## src/rtl/lph_pkg.sv

```systemverilog
// Package: item and result types, field widths and status codes for the hash insert core.
`timescale 1ns / 1ps
`default_nettype none
package lph_pkg;

	localparam int KEY_W    = 31;
	localparam int DATA_W   = 32;
	localparam int SIZE_W   = 9;
	localparam int SLOT_W   = 8;
	localparam int STATUS_W = 2;
	localparam int DIV_CNT_W = $clog2(KEY_W + 1);

	localparam logic [STATUS_W-1:0] STAT_INSERTED = 2'd0;
	localparam logic [STATUS_W-1:0] STAT_PRESENT  = 2'd1;
	localparam logic [STATUS_W-1:0] STAT_FULL     = 2'd2;

	localparam logic [SIZE_W-1:0] SIZE_RESET = 9'd256;
	localparam logic [SIZE_W-1:0] SIZE_MIN   = 9'd2;

	typedef struct packed {
		logic [KEY_W-1:0]  key;
		logic [DATA_W-1:0] payload;
	} item_t;

	typedef struct packed {
		logic [STATUS_W-1:0] status;
		logic [SLOT_W-1:0]   slot;
	} result_t;

endpackage
`default_nettype wire

```

## src/rtl/lph_rem.sv

```systemverilog
// Bit-serial restoring remainder unit: key mod table size, one quotient bit per cycle.
`timescale 1ns / 1ps
`default_nettype none
module lph_rem
	import lph_pkg::*;
(
	input  wire logic              clk,
	input  wire logic              arst_n,
	input  wire logic              start,
	input  wire logic [KEY_W-1:0]  dividend,
	input  wire logic [SIZE_W-1:0] divisor,
	output logic                   done,
	output logic [SIZE_W-1:0]      remainder
);

	logic                 run_q;
	logic                 done_q;
	logic [DIV_CNT_W-1:0] cnt_q;
	logic [KEY_W-1:0]     dvd_q;
	logic [SIZE_W-1:0]    dsr_q;
	logic [SIZE_W-1:0]    rem_q;
	logic [SIZE_W:0]      trial;

	assign trial = {rem_q, dvd_q[KEY_W-1]};

	always_ff @(posedge clk or negedge arst_n) begin
		if (!arst_n) begin
			run_q  <= 1'b0;
			done_q <= 1'b0;
			cnt_q  <= '0;
		end else begin
			done_q <= 1'b0;
			if (start) begin
				run_q <= 1'b1;
				cnt_q <= DIV_CNT_W'(KEY_W);
			end else if (run_q) begin
				cnt_q <= cnt_q - 1'b1;
				if (cnt_q == DIV_CNT_W'(1)) begin
					run_q  <= 1'b0;
					done_q <= 1'b1;
				end
			end
		end
	end

	always_ff @(posedge clk) begin
		if (start) begin
			dvd_q <= dividend;
			dsr_q <= divisor;
			rem_q <= '0;
		end else if (run_q) begin
			dvd_q <= {dvd_q[KEY_W-2:0], 1'b0};
			if (trial >= {1'b0, dsr_q}) begin
				rem_q <= SIZE_W'(trial - {1'b0, dsr_q});
			end else begin
				rem_q <= trial[SIZE_W-1:0];
			end
		end
	end

	assign done      = done_q;
	assign remainder = rem_q;

`ifndef SYNTH
	a_rem_below_divisor: assert property (@(posedge clk) disable iff (!arst_n)
		done_q |-> (rem_q < dsr_q))
		else $error("remainder not below divisor");
	a_done_ends_run: assert property (@(posedge clk) disable iff (!arst_n)
		done_q |-> (!run_q && $past(run_q)))
		else $error("done without a finished run");
	a_run_count: assert property (@(posedge clk) disable iff (!arst_n)
		(run_q && !start) |-> (cnt_q != '0))
		else $error("divider running with empty count");
`endif

endmodule
`default_nettype wire

```

## config.mk

```make
export PLATFORM = sky130hd
export DESIGN_NAME = lph_rem
export DESIGN_NICKNAME = d
export VERILOG_FILES = /design/src/rtl/lph_pkg.sv /design/src/rtl/lph_rem.sv
export SDC_FILE = /design/constraint.sdc
export NUM_CORES = 1
export LEC_CHECK = 0
export ABC_AREA = 1
export BUFFER_PORTS_ARGS = -buffer_cell sky130_fd_sc_hd__buf_2
export CAP_MARGIN = 20
export CORE_MARGIN = 5
export CORE_UTILIZATION = 30
export CTS_BUF_LIST = sky130_fd_sc_hd__clkbuf_4 sky130_fd_sc_hd__clkbuf_8
export CTS_CLUSTER_SIZE = 8
export DETAILED_ROUTE_END_ITERATION = 12
export MAX_ROUTING_LAYER = met4
export PLACE_DENSITY = 0.56
export SYNTH_ARGS = -nofsm -noshare
export SYNTH_HDL_FRONTEND = slang
export SYNTH_SLANG_ARGS = --single-unit
```

## constraint.sdc

```tcl
create_clock -name clk -period 2.3 [get_ports clk]
set_input_delay 0.23 -clock clk [delete_from_list [all_inputs] [get_ports clk]]
set_output_delay 0.23 -clock clk [all_outputs]
set_load 0.01 [all_outputs]
```

==> results list <==
* Status: completed
- The synthesized netlist occupies a cell area of 2840 sq um.
- After technology mapping, the gate count stands at 328.
- The synthesized netlist devotes 3.17% of its cell area to compound gates.
* Root buf cell: sky130_fd_sc_hd__clkbuf_8
* Number of register bits inferred by synthesis: 56
* Highest clock frequency the design can meet: 496 MHz
- The worst register-to-register path begins at dvd_q[30]$_DFFE_PP_.
- Post-route setup TNS: 0 ns
- DIE AREA: 11500 sq um
- Summed over all layers, the routed wires come to 5940 um.
- The critical path in this run is classified as flip-flop to flip-flop.
- Gpl congestion: 0.838
* Element type at the critical path start: flip-flop
* Final hold violation count: 0
- The synthesized netlist devotes 28.4% of its cell area to simple gates.
* Routed wire length per instance: 11.6 um
* Worst Tran Pin Value: 0.935 ns
- Std-Cell Rows: 35
- The worst hold path begins at divisor[3].
- Using the TritonRoute via totals, the vias-per-cell ratio works out to 4.21.
* Leakage: 0.00167 uW
* Endpoint kind of the worst setup timing path: flip-flop
- Insertion delay of the later-clocked pin in the worst-skew pair: 0.32 ns
- Data arrives at the worst endpoint at 2.26 ns.
- Ratio of final minimum period to clock period: 87.7%
- Number of antenna violations at the first check in global routing: 1
- Final critical path time including I/O delays and setup: 2.02 ns
- In this run the horizontal extent of the chip is 107 um.
- Final design instance area without fill: 3340 sq um
- The filler cells instantiated in the layout total 985.
* Overall die height: 107 um
* Count of endpoints failing setup in the final report: 0
* Largest clock skew in the final design: 0.0108 ns
* Clock-pin slew of the registers on the worst-case setup and hold paths: 0.11 ns
- Global-route wire length before repair: 9780 um
* Number of top-level design ports: 53
* TritonCTS clock tree: built
* Clock tree buffer depth: 2
- Share of the yosys chip area belonging to registers: 54.9%
- Synthesis instantiated 27 different standard cells from the library.
- Final antenna-violating net count: 0
- Most frequent standard cell in the layout excluding fill and tap cells: sky130_fd_sc_hd__nand2_1
- Maximum VDD drop: 0.252 mV
- Class of the tightest hold or removal check: input pin to flip-flop
* Max Transition Viols Final: 0
* Unrepaired setup endpoints after global routing: no
- Post-CTS repair changed the size of 0 cells.
- Critical path launch point: dvd_q[30]$_DFFE_PP_
- Synthesized area divided by synthesized cell count: 8.65 sq um
* Final core area utilization: 36.1%
- Relative to the synthesized area, the layout overhead comes to 17.6%.
- The number of global-route vias before repair came to 2113.
- Max-cap violations in this run came to 0.
- Fraction of synthesized area in multiplexers: 0%
* Post-DP HPWL: 4250 um
- Summing over every cut layer, the via total after detailed routing is 2158.
- Input and output buffers added on the ports amount to 52.
* Post-synth net total: 383
- After detailed routing, the number of remaining DRC violations is 0.
- Clock buffer count from CTS: 5
- At the end of the flow, the number of nets in the layout was 437.
* Fraction of final layout cells with drive strength greater than 1: 19.8%
* Total placed instance area: 3230 sq um
* 1st-iter DRT viols: 82
* Combinational family with the most area after synthesis: simple AND/OR/NAND/NOR gates
* Crit-path max FO: 11
* Syn. warnings: 0
- After Yosys synthesis, XOR and XNOR cells account for 0.926% of the synthesized area.
* Slowest cell on crit path: sky130_fd_sc_hd__fa_1
- Core area: 9240 sq um
- Power spread over the standard cell area amounts to 846 nW/um^2.
- WP data required: 2.54 ns
- Clock sink count: 56
* Largest stage delay on the critical path: 0.42 ns
- Arithmetic-cell share of the synthesized area counting full adders, half adders and majority gates: 5.56%
* H-tree depth reported by CTS: 2
- Walking the worst path, the cells encountered are inv_1 -> ha_1 -> inv_1 -> fa_1 -> nand2_1 -> nand3_2 -> nand2_2 -> nand2_2 -> nand2_1 -> nand3_1 -> o21ai_0.
* Leading cell types in the layout, fill and taps excluded: sky130_fd_sc_hd__nand2_1, sky130_fd_sc_hd__buf_2, sky130_fd_sc_hd__edfxtp_1
- Entering global routing, the biggest net connects 35 pins.
- Total routing resource utilization after global routing: 11.0%
* Initial Utilization: 30.7%
- For this run, the detailed router's first-pass iteration total came to 4.
- For this run the aggregate overflow at the end of global routing stands at 0.
* Max_slew headroom: 37.6%
-- synthesized netlist by cell type, drive strengths merged --
cell / instances / area (sq um)
a21oi: 6 / 33.8
a22oi: 1 / 7.51
buf: 4 / 31.3
clkbuf: 5 / 18.8
dfrtp: 7 / 175
dfxtp: 9 / 180
edfxtp: 40 / 1200
fa: 1 / 20.0
ha: 11 / 138
inv: 40 / 150
nand2: 143 / 547
nand3: 27 / 155
nand3b: 3 / 22.5
nand4: 1 / 6.26
nor2: 15 / 61.3
nor3: 3 / 15.0
o21ai: 9 / 48.8
xnor2: 3 / 26.3
-- per-stage QoR --
step | power (uW) | std cells | setup WS, ns | hold WS (ns)
global route | 3040 | 513 | 0.0780 | 0.0694
CTS | 2860 | 512 | 0.267 | 0.0728
global placement | 2260 | 503 | 0.364 | 0.0717
floorplan | 2020 | 328 | 0.560 | -0.0656
detailed placement | 2280 | 503 | 0.302 | 0.0733
finish | 2820 | 513 | 0.283 | 0.0776
-- registers in the layout (all words and copies together), names as in the netlist --
register	cells
remainder	9
done	1
run_q	1
cnt_q	5
dvd_q	31
dsr_q	9
-- worst max-delay path: cells and delay by family, from the launching register on --
family          cells  cell delay [ns]
fa+ha+maj           2             0.56
buf+inv             2             0.15
simple gates        6             0.79
flops               1             0.37
compound gates      1             0.08
-- layout make-up --
class	instances	area, sq um	area share [%]
diodes	1	2.50	0.0750
flip-flops and latches	56	1560	46.6
repair buffers	56	293	8.77
multi-input cells	223	1080	32.4
well taps	129	161	4.84
inverters	40	150	4.50
clock buffers	6	76.3	2.29
clock inverters	2	16.3	0.487
-- routing by layer --
metal	track usage, %	vias to the layer above	wire, um
li1	-	1149	-
met1	13.9	954	2800
met2	17.2	51	2660
met3	3.36	4	422
met4	3.01	0	54
met5	-	-	0
-- kinds of logic (layout without fill, tap and decap cells) --
logic type               Yosys count  after routing
other                              0              1
AND/OR/NAND/NOR                  192            192
buffers and inverters             49            104
AO/OA/AOI/OAI                     16             16
XOR/XNOR                           3              3
adder cells (fa/ha/maj)           12             12
flip-flops                        56             56
-- path summary, 6_finish.rpt --
check	endpoint	slack [ns]	depth (start not counted)
setup / recovery	remainder[0]$_SDFFE_PP0P_	0.28	11
hold / removal	dsr_q[3]$_DFFE_PP_	0.08	1
setup reg to reg	remainder[0]$_SDFFE_PP0P_	0.28	11
hold reg to reg	remainder[7]$_SDFFE_PP0P_	0.50	2
max in group asynchronous	cnt_q[0]$_DFFE_PN0P_	1.88	2
min in group asynchronous	cnt_q[4]$_DFFE_PN0P_	0.26	2
-- where the power goes --
part	internal [uW]	total, uW	switching [uW]
clock	230	573	343
combinational	387	951	563
sequential	1210	1300	85.8
total	1830	2820	992
-- repair_timing --
| action | 4_1_cts | 5_1_grt |
|---|---|---|
| buffers inserted | 0 | 0 |
| hold endpoints to repair | 7 | 0 |
| hold buffers | 1 | 0 |
Note: power is estimated with default switching activity, not from simulation.
